<file path="src/rtl/gps_pkg.sv">
// Shared types, codes and helper functions for the gamepad poll sequencer.
// No dependencies. Every other file in the project uses this package.
package gps_pkg;

  localparam int unsigned FrameLast    = 8;
  localparam int unsigned StoreDepth   = 8;
  localparam int unsigned StoreIdxW    = $clog2(StoreDepth);
  localparam int unsigned MinOkBytes   = 4;

  localparam logic [7:0] AckTimeoutRst = 8'd100;
  localparam logic [7:0] ConfigId      = 8'hF3;
  localparam logic [7:0] IdDigital     = 8'h41;
  localparam logic [7:0] IdAnalog      = 8'h73;
  localparam logic [7:0] CmdHeader     = 8'h01;
  localparam logic [7:0] CmdPoll       = 8'h42;
  localparam logic [7:0] CmdConfig     = 8'h43;
  localparam logic [7:0] CmdAnalog     = 8'h44;
  localparam logic [7:0] AnalogLock    = 8'h02;

  typedef enum logic [1:0] {
    REQ_START = 2'd0,
    REQ_BYTE  = 2'd1,
    REQ_ACK   = 2'd2,
    REQ_TICK  = 2'd3
  } req_type_e;

  typedef enum logic [1:0] {
    KIND_POLL   = 2'd0,
    KIND_CONFIG = 2'd1,
    KIND_ANALOG = 2'd2,
    KIND_NONE   = 2'd3
  } cmd_kind_e;

  typedef enum logic [1:0] {
    PAD_DIGITAL = 2'd0,
    PAD_ANALOG  = 2'd1,
    PAD_UNKNOWN = 2'd2
  } pad_type_e;

  typedef struct packed {
    logic [1:0] req_type;
    logic [1:0] command_kind;
    logic       mode_flag;
    logic [7:0] rx_byte;
  } req_t;

  typedef struct packed {
    logic        select_active;
    logic        tx_valid;
    logic [7:0]  tx_byte;
    logic        frame_done;
    logic        frame_ok;
    logic [7:0]  pad_id;
    logic        in_config_mode;
    logic [1:0]  pad_type;
    logic [15:0] buttons;
    logic [15:0] r_stick_xy;
    logic [15:0] l_stick_xy;
  } rsp_t;

  // Command byte offered at a given frame position.
  function automatic logic [7:0] command_byte(input logic [3:0] pos,
                                              input logic [1:0] kind,
                                              input logic       flag);
    logic [7:0] b;
    b = 8'h00;
    case (pos)
      4'd0: b = CmdHeader;
      4'd1: begin
        if (kind == KIND_POLL)        b = CmdPoll;
        else if (kind == KIND_CONFIG) b = CmdConfig;
        else                          b = CmdAnalog;
      end
      4'd3: b = (kind == KIND_POLL) ? 8'h00 : {7'd0, flag};
      4'd4: b = (kind == KIND_ANALOG) ? AnalogLock : 8'h00;
      default: b = 8'h00;
    endcase
    return b;
  endfunction

  function automatic logic [1:0] pad_type_of(input logic [7:0] id);
    logic [1:0] t;
    if (id == IdDigital)     t = PAD_DIGITAL;
    else if (id == IdAnalog) t = PAD_ANALOG;
    else                     t = PAD_UNKNOWN;
    return t;
  endfunction

endpackage

</file>
<file path="src/rtl/gps_if.sv">
// Valid/ready channel interfaces for the gamepad poll sequencer.
// Depends on gps_pkg for the payload types.
interface gps_req_if;
  logic          valid;
  logic          ready;
  gps_pkg::req_t payload;
  modport source (output valid, output payload, input ready);
  modport sink   (input valid, input payload, output ready);
endinterface

interface gps_rsp_if;
  logic          valid;
  logic          ready;
  gps_pkg::rsp_t payload;
  modport source (output valid, output payload, input ready);
  modport sink   (input valid, input payload, output ready);
endinterface

interface gps_cfg_if;
  logic       valid;
  logic       ready;
  logic [7:0] data;
  modport source (output valid, output data, input ready);
  modport sink   (input valid, input data, output ready);
endinterface

</file>
<file path="src/rtl/gps_in_reg.sv">
// Input register stage: holds one request transaction until the core takes it.
// Depends on gps_pkg.
module gps_in_reg (
  input  logic          clk_i,
  input  logic          rst_ni,
  input  logic          valid_i,
  output logic          ready_o,
  input  gps_pkg::req_t data_i,
  input  logic          take_i,
  output logic          valid_o,
  output gps_pkg::req_t data_o
);

  logic          valid_q;
  gps_pkg::req_t data_q;

  assign ready_o = !valid_q || take_i;
  assign valid_o = valid_q;
  assign data_o  = data_q;

  always_ff @(posedge clk_i or negedge rst_ni) begin
    if (!rst_ni) begin
      valid_q <= 1'b0;
    end else if (ready_o) begin
      valid_q <= valid_i;
    end
  end

  always_ff @(posedge clk_i) begin
    if (ready_o && valid_i) begin
      data_q <= data_i;
    end
  end

endmodule

</file>
<file path="src/rtl/gps_seq.sv">
// Frame sequencer: protocol state, reply store and next-result logic.
// Depends on gps_pkg. State advances on step_i, one request per cycle while step_i is high.
module gps_seq (
  input  logic          clk_i,
  input  logic          rst_ni,
  input  logic          step_i,
  input  gps_pkg::req_t req_i,
  input  logic [7:0]    timeout_i,
  output gps_pkg::rsp_t rsp_o
);

  localparam int unsigned IdxW = gps_pkg::StoreIdxW;

  logic        busy_q, busy_d;
  logic [3:0]  pos_q, pos_d;
  logic        wait_ack_q, wait_ack_d;
  logic        ack_seen_q, ack_seen_d;
  logic [7:0]  wait_cnt_q, wait_cnt_d;
  logic [1:0]  kind_q, kind_d;
  logic        flag_q, flag_d;
  logic [3:0]  count_q, count_d;
  logic [7:0]  id_q, id_d;
  logic        cfg_flag_q, cfg_flag_d;
  logic [15:0] buttons_q, buttons_d;
  logic [15:0] rstick_q, rstick_d;
  logic [15:0] lstick_q, lstick_d;

  logic [7:0]  store_q [gps_pkg::StoreDepth];
  logic [7:0]  store_n [gps_pkg::StoreDepth];
  logic        store_we;
  logic [IdxW-1:0] store_idx;

  logic        tx_valid, frame_done, frame_ok, end_frame, advance;
  logic [7:0]  tx_byte, limit;

  assign store_idx = pos_q[IdxW-1:0] - {{(IdxW-1){1'b0}}, 1'b1};
  assign limit     = (timeout_i == 8'd0) ? 8'd1 : timeout_i;

  // Store view with this transaction's byte already in place (last byte ends the frame).
  always_comb begin
    for (int i = 0; i < gps_pkg::StoreDepth; i++) begin
      store_n[i] = store_q[i];
    end
    if (store_we) begin
      store_n[store_idx] = req_i.rx_byte;
    end
  end

  always_comb begin
    busy_d     = busy_q;
    pos_d      = pos_q;
    wait_ack_d = wait_ack_q;
    ack_seen_d = ack_seen_q;
    wait_cnt_d = wait_cnt_q;
    kind_d     = kind_q;
    flag_d     = flag_q;
    count_d    = count_q;
    id_d       = id_q;
    cfg_flag_d = cfg_flag_q;
    buttons_d  = buttons_q;
    rstick_d   = rstick_q;
    lstick_d   = lstick_q;
    tx_valid   = 1'b0;
    tx_byte    = 8'h00;
    frame_done = 1'b0;
    frame_ok   = 1'b0;
    end_frame  = 1'b0;
    advance    = 1'b0;
    store_we   = 1'b0;

    case (req_i.req_type)
      gps_pkg::REQ_START: begin
        if (!busy_q && req_i.command_kind != gps_pkg::KIND_NONE) begin
          busy_d     = 1'b1;
          kind_d     = req_i.command_kind;
          flag_d     = req_i.mode_flag;
          pos_d      = 4'd0;
          count_d    = 4'd0;
          ack_seen_d = 1'b0;
          wait_ack_d = 1'b0;
          wait_cnt_d = 8'd0;
          tx_valid   = 1'b1;
          tx_byte    = gps_pkg::command_byte(4'd0, req_i.command_kind, req_i.mode_flag);
        end
      end
      gps_pkg::REQ_BYTE: begin
        if (busy_q && !wait_ack_q) begin
          if (pos_q != 4'd0 && pos_q <= 4'(gps_pkg::FrameLast)) begin
            store_we = 1'b1;
            count_d  = count_q + 4'd1;
          end
          if (pos_q >= 4'(gps_pkg::FrameLast)) begin
            end_frame = 1'b1;
          end else if (ack_seen_q) begin
            advance = 1'b1;
          end else begin
            wait_ack_d = 1'b1;
            wait_cnt_d = 8'd0;
          end
        end
      end
      gps_pkg::REQ_ACK: begin
        if (busy_q) begin
          if (wait_ack_q) advance = 1'b1;
          else            ack_seen_d = 1'b1;
        end
      end
      gps_pkg::REQ_TICK: begin
        if (busy_q && wait_ack_q) begin
          wait_cnt_d = wait_cnt_q + 8'd1;
          if (wait_cnt_d >= limit) end_frame = 1'b1;
        end
      end
      default: ;
    endcase

    if (advance) begin
      pos_d      = pos_q + 4'd1;
      ack_seen_d = 1'b0;
      wait_ack_d = 1'b0;
      wait_cnt_d = 8'd0;
      tx_valid   = 1'b1;
      tx_byte    = gps_pkg::command_byte(pos_d, kind_q, flag_q);
    end

    if (end_frame) begin
      frame_done = 1'b1;
      frame_ok   = (count_d >= 4'(gps_pkg::MinOkBytes));
      busy_d     = 1'b0;
      wait_ack_d = 1'b0;
      ack_seen_d = 1'b0;
      wait_cnt_d = 8'd0;
      if (frame_ok) begin
        if (store_n[0] == gps_pkg::ConfigId) begin
          cfg_flag_d = 1'b1;
        end else begin
          cfg_flag_d = 1'b0;
          id_d       = store_n[0];
        end
        if (kind_q == gps_pkg::KIND_POLL) begin
          buttons_d = ~{store_n[3], store_n[2]};
          if (count_d >= 4'(gps_pkg::FrameLast)) begin
            rstick_d = {store_n[5], store_n[4]};
            lstick_d = {store_n[7], store_n[6]};
          end else begin
            rstick_d = 16'h0000;
            lstick_d = 16'h0000;
          end
        end
      end
    end
  end

  always_comb begin
    rsp_o.select_active  = busy_d;
    rsp_o.tx_valid       = tx_valid;
    rsp_o.tx_byte        = tx_byte;
    rsp_o.frame_done     = frame_done;
    rsp_o.frame_ok       = frame_ok;
    rsp_o.pad_id         = id_d;
    rsp_o.in_config_mode = cfg_flag_d;
    rsp_o.pad_type       = gps_pkg::pad_type_of(id_d);
    rsp_o.buttons        = buttons_d;
    rsp_o.r_stick_xy     = rstick_d;
    rsp_o.l_stick_xy     = lstick_d;
  end

  always_ff @(posedge clk_i or negedge rst_ni) begin
    if (!rst_ni) begin
      busy_q     <= 1'b0;
      pos_q      <= 4'd0;
      wait_ack_q <= 1'b0;
      ack_seen_q <= 1'b0;
      wait_cnt_q <= 8'd0;
      kind_q     <= 2'd0;
      flag_q     <= 1'b0;
      count_q    <= 4'd0;
      id_q       <= 8'd0;
      cfg_flag_q <= 1'b0;
      buttons_q  <= 16'd0;
      rstick_q   <= 16'd0;
      lstick_q   <= 16'd0;
    end else if (step_i) begin
      busy_q     <= busy_d;
      pos_q      <= pos_d;
      wait_ack_q <= wait_ack_d;
      ack_seen_q <= ack_seen_d;
      wait_cnt_q <= wait_cnt_d;
      kind_q     <= kind_d;
      flag_q     <= flag_d;
      count_q    <= count_d;
      id_q       <= id_d;
      cfg_flag_q <= cfg_flag_d;
      buttons_q  <= buttons_d;
      rstick_q   <= rstick_d;
      lstick_q   <= lstick_d;
    end
  end

  // Reply store: no reset, entries are only read once written.
  always_ff @(posedge clk_i) begin
    if (step_i && store_we) begin
      store_q[store_idx] <= req_i.rx_byte;
    end
  end

  a_wait_needs_busy : assert property (@(posedge clk_i) disable iff (!rst_ni)
    wait_ack_q |-> busy_q) else $error("waiting for ack outside a frame");

  a_pos_range : assert property (@(posedge clk_i) disable iff (!rst_ni)
    pos_q <= 4'(gps_pkg::FrameLast)) else $error("byte position past frame end");

  a_count_le_pos : assert property (@(posedge clk_i) disable iff (!rst_ni)
    count_q <= pos_q) else $error("reply count ahead of byte position");

  a_done_releases : assert property (@(posedge clk_i) disable iff (!rst_ni)
    (step_i && frame_done) |=> !busy_q) else $error("frame end did not release select");

endmodule

</file>
<file path="src/rtl/gps_out_reg.sv">
// Result register stage: holds one response transaction until the sink takes it.
// Depends on gps_pkg.
module gps_out_reg (
  input  logic          clk_i,
  input  logic          rst_ni,
  input  logic          load_i,
  input  gps_pkg::rsp_t data_i,
  output logic          can_load_o,
  output logic          valid_o,
  input  logic          ready_i,
  output gps_pkg::rsp_t data_o
);

  logic          valid_q;
  gps_pkg::rsp_t data_q;

  assign can_load_o = !valid_q || ready_i;
  assign valid_o    = valid_q;
  assign data_o     = data_q;

  always_ff @(posedge clk_i or negedge rst_ni) begin
    if (!rst_ni) begin
      valid_q <= 1'b0;
    end else if (can_load_o) begin
      valid_q <= load_i;
    end
  end

  always_ff @(posedge clk_i) begin
    if (load_i && can_load_o) begin
      data_q <= data_i;
    end
  end

endmodule

</file>
<file path="src/rtl/gamepad_poll_sequencer_core.sv">
// Top level of the gamepad poll sequencer.
// Depends on gps_pkg, gps_if, gps_in_reg, gps_seq and gps_out_reg.
//
// Usage:
//   req_i  - request transactions: start frame, byte exchanged, ack edge or
//            microsecond tick, each with its payload fields.
//   rsp_o  - exactly one response transaction per request: select line,
//            command byte to shift out, frame end/status and the latest pad
//            id, mode, buttons and stick values.
//   cfg_i  - write of the ack timeout in ticks (zero behaves as one). Always
//            ready; write only while no request is in flight.
// Path: a taken request waits in the input register, then one pass of sequencer
// logic computes its response into the result register.
// Throughput: one transaction per cycle unless stalled; the sequencer state loop
// is a single register stage, so back-to-back requests each see the prior one's effect.
// Reset: all control state clears, timeout returns to 100 ticks, pad id and
// report read as zero. The reply store is not cleared; it is only read after
// the frame has written it.
// Stall: while rsp_o is held, the result register keeps its transaction and
// the input register still takes one more request; after that req_i.ready drops.
module gamepad_poll_sequencer_core (
  input  logic       clk_i,
  input  logic       rst_ni,
  gps_req_if.sink    req_i,
  gps_rsp_if.source  rsp_o,
  gps_cfg_if.sink    cfg_i
);

  logic [7:0]    ack_timeout_q;
  logic          in_valid;
  gps_pkg::req_t in_data;
  gps_pkg::rsp_t seq_rsp;
  logic          out_can_load;
  logic          step;

  // Timeout register; writes always accepted.
  assign cfg_i.ready = 1'b1;

  always_ff @(posedge clk_i or negedge rst_ni) begin
    if (!rst_ni) begin
      ack_timeout_q <= gps_pkg::AckTimeoutRst;
    end else if (cfg_i.valid) begin
      ack_timeout_q <= cfg_i.data;
    end
  end

  // A held request moves into the result register whenever that has room.
  assign step = in_valid && out_can_load;

  gps_in_reg u_in_reg (
    .clk_i   (clk_i),
    .rst_ni  (rst_ni),
    .valid_i (req_i.valid),
    .ready_o (req_i.ready),
    .data_i  (req_i.payload),
    .take_i  (out_can_load),
    .valid_o (in_valid),
    .data_o  (in_data)
  );

  gps_seq u_seq (
    .clk_i     (clk_i),
    .rst_ni    (rst_ni),
    .step_i    (step),
    .req_i     (in_data),
    .timeout_i (ack_timeout_q),
    .rsp_o     (seq_rsp)
  );

  gps_out_reg u_out_reg (
    .clk_i      (clk_i),
    .rst_ni     (rst_ni),
    .load_i     (in_valid),
    .data_i     (seq_rsp),
    .can_load_o (out_can_load),
    .valid_o    (rsp_o.valid),
    .ready_i    (rsp_o.ready),
    .data_o     (rsp_o.payload)
  );

endmodule
</file>
<file path="src/flat_wrapper.sv">
// flat-port wrapper written by rule: the top's interface ports become plain ports
module gamepad_poll_sequencer_core_flat 
  (clk_i, rst_ni, req_i_valid, req_i_payload, req_i_ready, rsp_o_valid, rsp_o_payload, rsp_o_ready, cfg_i_valid, cfg_i_data, cfg_i_ready);
  gps_req_if req_i_i ();
  gps_rsp_if rsp_o_i ();
  gps_cfg_if cfg_i_i ();
  input  logic clk_i;
  input  logic rst_ni;
  input wire logic [$bits(req_i_i.valid)-1:0] req_i_valid;
  input wire logic [$bits(req_i_i.payload)-1:0] req_i_payload;
  output wire logic [$bits(req_i_i.ready)-1:0] req_i_ready;
  output wire logic [$bits(rsp_o_i.valid)-1:0] rsp_o_valid;
  output wire logic [$bits(rsp_o_i.payload)-1:0] rsp_o_payload;
  input wire logic [$bits(rsp_o_i.ready)-1:0] rsp_o_ready;
  input wire logic [$bits(cfg_i_i.valid)-1:0] cfg_i_valid;
  input wire logic [$bits(cfg_i_i.data)-1:0] cfg_i_data;
  output wire logic [$bits(cfg_i_i.ready)-1:0] cfg_i_ready;
  assign req_i_i.valid = req_i_valid;
  assign req_i_i.payload = req_i_payload;
  assign req_i_ready = req_i_i.ready;
  assign rsp_o_valid = rsp_o_i.valid;
  assign rsp_o_payload = rsp_o_i.payload;
  assign rsp_o_i.ready = rsp_o_ready;
  assign cfg_i_i.valid = cfg_i_valid;
  assign cfg_i_i.data = cfg_i_data;
  assign cfg_i_ready = cfg_i_i.ready;
  gamepad_poll_sequencer_core u_core (.clk_i(clk_i), .rst_ni(rst_ni), .req_i(req_i_i), .rsp_o(rsp_o_i), .cfg_i(cfg_i_i));
endmodule
</file>
<file path="config.mk">
export PLATFORM = sky130hd
export DESIGN_NAME = gamepad_poll_sequencer_core_flat
export DESIGN_NICKNAME = d
export VERILOG_FILES = /design/src/rtl/gps_pkg.sv /design/src/rtl/gps_if.sv /design/src/rtl/gps_in_reg.sv /design/src/rtl/gps_seq.sv /design/src/rtl/gps_out_reg.sv /design/src/rtl/gamepad_poll_sequencer_core.sv /design/src/flat_wrapper.sv
export SDC_FILE = /design/constraint.sdc
export NUM_CORES = 1
export LEC_CHECK = 0
export BUFFER_PORTS_ARGS = -buffer_cell sky130_fd_sc_hd__buf_2
export CORE_ASPECT_RATIO = 0.6
export CORE_UTILIZATION = 50
export CTS_BUF_LIST = sky130_fd_sc_hd__clkbuf_4 sky130_fd_sc_hd__clkbuf_8
export CTS_CLUSTER_SIZE = 20
export DETAILED_ROUTE_END_ITERATION = 10
export PLACE_DENSITY_LB_ADDON = 0.08
export SLEW_MARGIN = 20
export SYNTH_ARGS = -nofsm -noshare
export SYNTH_HDL_FRONTEND = slang
export SYNTH_SLANG_ARGS = --single-unit
</file>
<file path="constraint.sdc">
create_clock -name clk_i -period 3.4 [get_ports clk_i]
set_input_delay 0.34 -clock clk_i [delete_from_list [all_inputs] [get_ports clk_i]]
set_output_delay 0.34 -clock clk_i [all_outputs]
set_load 0.01 [all_outputs]
</file>
==> metrics.md <==
| Metric | Value |
|---|---|
| Max Slew Vio Count | `0` |
| Critical path required time | `3710 ps` |
| Syn-to-layout area delta | `17.2%` |
| Number of global-route vias before repair | `6374` |
| Type of element launching the critical path | `flip-flop` |
| Critical Path Fanout Max | `18` |
| Ranking of synthesized cells by area | `edfxtp_1 40%, dfrtp_1 21%, mux2i_1 5.3%` |
| CP cell instances | `and3_1 > and3_1 > and3_1 > xor2_1 > ha_1 > nand4_1 > o311ai_2 > a21bo_2 > inv_4 > nand2_8 > buf_4 > o31ai_1` |
| Number of max-cap violations | `0` |
| Die Width | `186 µm` |
| Main combinational cell family by area after synthesis | `simple AND/OR/NAND/NOR gates` |
| Slowest CP cell | `dfrtp_1` |
| First-pass DRT Iterations | `6` |
| Boundary Pins | `100` |
| Mapped Area | `0.0101 mm²` |
| Max H-tree Level | `2` |
| Slew margin rel. | `47.7%` |
| Leakage | `0.00478 µW` |
| Clock Skews | `14.9 ps` |
| Final Hold Vio Count | `0` |
| Int Power | `4630 µW` |
| 1st-iter DRT viols | `537` |
| Dpl ws | `29.8 ps` |
| Adder-cell share of the synthesized area | `2.23%` |
| Compound-Gate Fraction of Synth Area | `8.25%` |
| Clk Latency, worst-skew pair | `500 ps` |
| Area of the multi-input gates | `0.00355 mm²` |
| Min-delay worst type | `primary input to flip-flop` |
| Part of the power in the clock network | `37.1%` |
| Worst-path clk slew | `60 ps` |
| Bufs on Longest Clock Path | `3` |
| CTS buffer count | `35` |
| Diode count | `0` |
| Post-route ant nets | `0` |
| Synth top area share | `40.4%` |
| Layout cells sized above 1 | `27.8%` |
| Most frequent cell after synthesis | `edfxtp_1` |
| Row count | `39` |
| Largest net degree at the start of global routing | `65` |
| Placed Area | `0.0110 mm²` |
| FMAX | `310 MHz` |
| Post-layout worst setup margin | `174 ps` |
| Arr. time, crit path | `3540 ps` |
| Setup TNS | `0 ps` |
| # nets final | `987` |
| Crit share post-route | `94.9%` |
| Via density | `5.39` |
| Sequential share of power | `50.7%` |
| Yosys warnings | `0` |
| Sequential standard cell area | `0.00631 mm²` |
| Initial antenna violation count | `0` |
| Die height | `112 µm` |
| GRT Total Usage | `21.5%` |
| Yosys cell types | `67` |
| Final wirelength | `21700 µm` |
| Clock sinks | `225` |
| Filler cells | `1552` |
| Worst vdd ir | `0.000334 V` |
| Power Dens Cells | `526 mW/mm²` |
| Post-synth EDFFs | `136` |
| Post-synth ARST share | `39.6%` |
| Post-route minimum period | `3230 ps` |
| CORE AREA | `0.0194 mm²` |
| Status | `finished clean` |
| Post-Syn Area per Cell | `12.5 µm²` |
| Port bufs | `94` |
| Vias after detailed routing | `6648` |
| Die ar. | `0.0208 mm²` |
| Gate Count Post-Synth | `807` |
| Register area share after synthesis | `62.5%` |
| Cell area after layout | `0.0118 mm²` |
| Critical path type | `flip-flop to flip-flop` |
| DR DRC count | `0` |
| Placed cells | `1161` |
| Final setup fails | `0` |
| Grt ovf | `0` |
| Global-route wire length before repair | `34500 µm` |
| Post-synthesis register bit count | `225` |
| Final GP Congestion | `0.809` |
| Crit path largest cell delay | `440 ps` |
| CTS tree | `yes` |
| Initial Utilization | `52.1%` |
| Predominant post-synthesis flop cell | `edfxtp_1` |
| Total power | `6230 µW` |
| Post-synthesis mux area share | `11.1%` |
| XOR/XNOR Fraction of Synth Area | `0.854%` |
| Critical Path Sink Type | `flip-flop` |
| RSZ-0062 raised after global routing | `yes` |
| Critical path's most frequent cell | `and3_1` |
| Post-synth top cells | `136 x edfxtp_1, 132 x nand2_1, 86 x dfrtp_1` |
| Gate power share | `12.2%` |
| DP Wirelength | `14500 µm` |
| Area leader, netlist | `edfxtp_1` |
| Root buffer cell | `clkbuf_8` |
| Switching Fraction | `25.7%` |
| Net Sw Power | `1600 µW` |
| Slew @ Worst Pin | `782 ps` |
| DR WL/cell | `17.6 µm` |
| Final Non-Filler Cells | `1234` |
| Post-Synth Simple-Gate Area | `12.1%` |
==> critical path, delay by kind of cell, from the launching register on <==
kind                       cells  cell delay (ps)
AOI/OAI and AO/OA              3              960
xor gates and xnor gates       1              160
adders and majority gates      1              280
buffers and inverters          2              350
DFF                            1              440
and+or+nand+nor                5              860
==> routing by layer <==
layer  share of wire (%)  global-route usage (%)
met5                   0                       0
met4                 1.3                    5.25
met3                 6.6                    4.64
met2                  40                    29.6
met1                  52                    34.2
==> power by group through the flow <==
| stage | registers (µW) | logic, µW | clock network [µW] |
|---|---|---|---|
| 2_1_floorplan | 3220 | 421 | 0 |
| 3_3_place_gp | 3200 | 710 | 0 |
| 3_5_place_dp | 3210 | 724 | 0 |
| 4_1_cts | 3160 | 746 | 2370 |
| 5_1_grt | 3170 | 840 | 2480 |
| 6_report | 3160 | 760 | 2310 |
==> repair_timing <==
| item | in CTS | in global routing |
|---|---|---|
| hold buffers | 10 | 0 |
| setup buffers | 0 | 1 |
| setup endpoints to repair | 1 | 92 |
| resized for setup | 1 | 7 |
| endpoints found under the hold margin | 45 | 0 |
==> area by class of cell <==
class | instances | area share (%)
repair buffers | 139 | 7.27
well taps | 266 | 2.81
clock inverters | 12 | 0.866
clock buffers | 50 | 5.12
multi-input cells | 522 | 29.9
flip-flops and latches | 225 | 53.3
inverters | 20 | 0.676
==> final timing paths <==
| kind | start | end | slack (ps) | cells after the start |
|---|---|---|---|---|
| max reg2reg | u_core.u_seq.wait_cnt_q[0] | u_core.u_out_reg.data_o[27] | 170 | 12 |
| max in group asynchronous | rst_ni | u_core.u_seq.id_q[0] | 2190 | 3 |
| min reg2reg | u_core.u_in_reg.data_o[8] | u_core.u_seq.flag_q | 480 | 1 |
| min in group asynchronous | rst_ni | u_core.ack_timeout_q[7] | 390 | 2 |
| max | u_core.u_seq.wait_cnt_q[0] | u_core.u_out_reg.data_o[27] | 170 | 12 |
| min | req_i_payload[0] | u_core.u_in_reg.data_o[0] | 30 | 1 |
==> cells in the final DEF (no fill, tap or decap), drive strengths merged, types with 3 or more instances in the layout <==
cell           n
edfxtp       136
nand2        133
buf          129
dfrtp         86
o21ai         78
mux2i         54
clkbuf        50
mux2          48
or2           26
nor2          23
inv           20
o31ai         19
ha            18
nand3         17
a21oi         14
nor3          11
dlygate4sd3   10
clkinv        10
nand2b         8
and3           7
and2           7
conb           5
xnor2          5
nor4           5
xor2           4
nand4          4
a31oi          3
a22o           3
dfstp          3
a2111oi        3
==> through the flow <==
step | utilization [%] | hold slack (ps)
after global routing | 61.0 | 10.3
after detailed placement | 56.6 | 382
after floorplan | - | 44.4
after CTS | 60.8 | 1.22
final | 61.0 | 29.3
after global placement | 56.6 | 373
==> flip-flops by register name, summed over array words and instances, names as in the netlist, 2 cells and up, named ones only <==
signal / cells
u_core.u_seq.rstick_q: 16
u_core.u_seq.store_q: 56
u_core.u_seq.kind_q: 2
u_core.u_seq.pos_q: 4
u_core.ack_timeout_q: 8
u_core.u_seq.lstick_q: 16
u_core.u_out_reg.data_o: 67
u_core.u_seq.wait_cnt_q: 8
u_core.u_in_reg.data_o: 13
u_core.u_seq.buttons_q: 16
u_core.u_seq.count_q: 3
u_core.u_seq.id_q: 8
==> kinds of logic after synthesis <==
| family | count (synthesis) |
|---|---|
| other | 2 |
| adders and majority gates | 18 |
| buffers and inverters | 63 |
| AOI/OAI and AO/OA | 137 |
| DFF | 225 |
| muxes | 102 |
| xor gates and xnor gates | 9 |
| and+or+nand+nor | 251 |
Note: power is estimated with default switching activity, not from simulation.
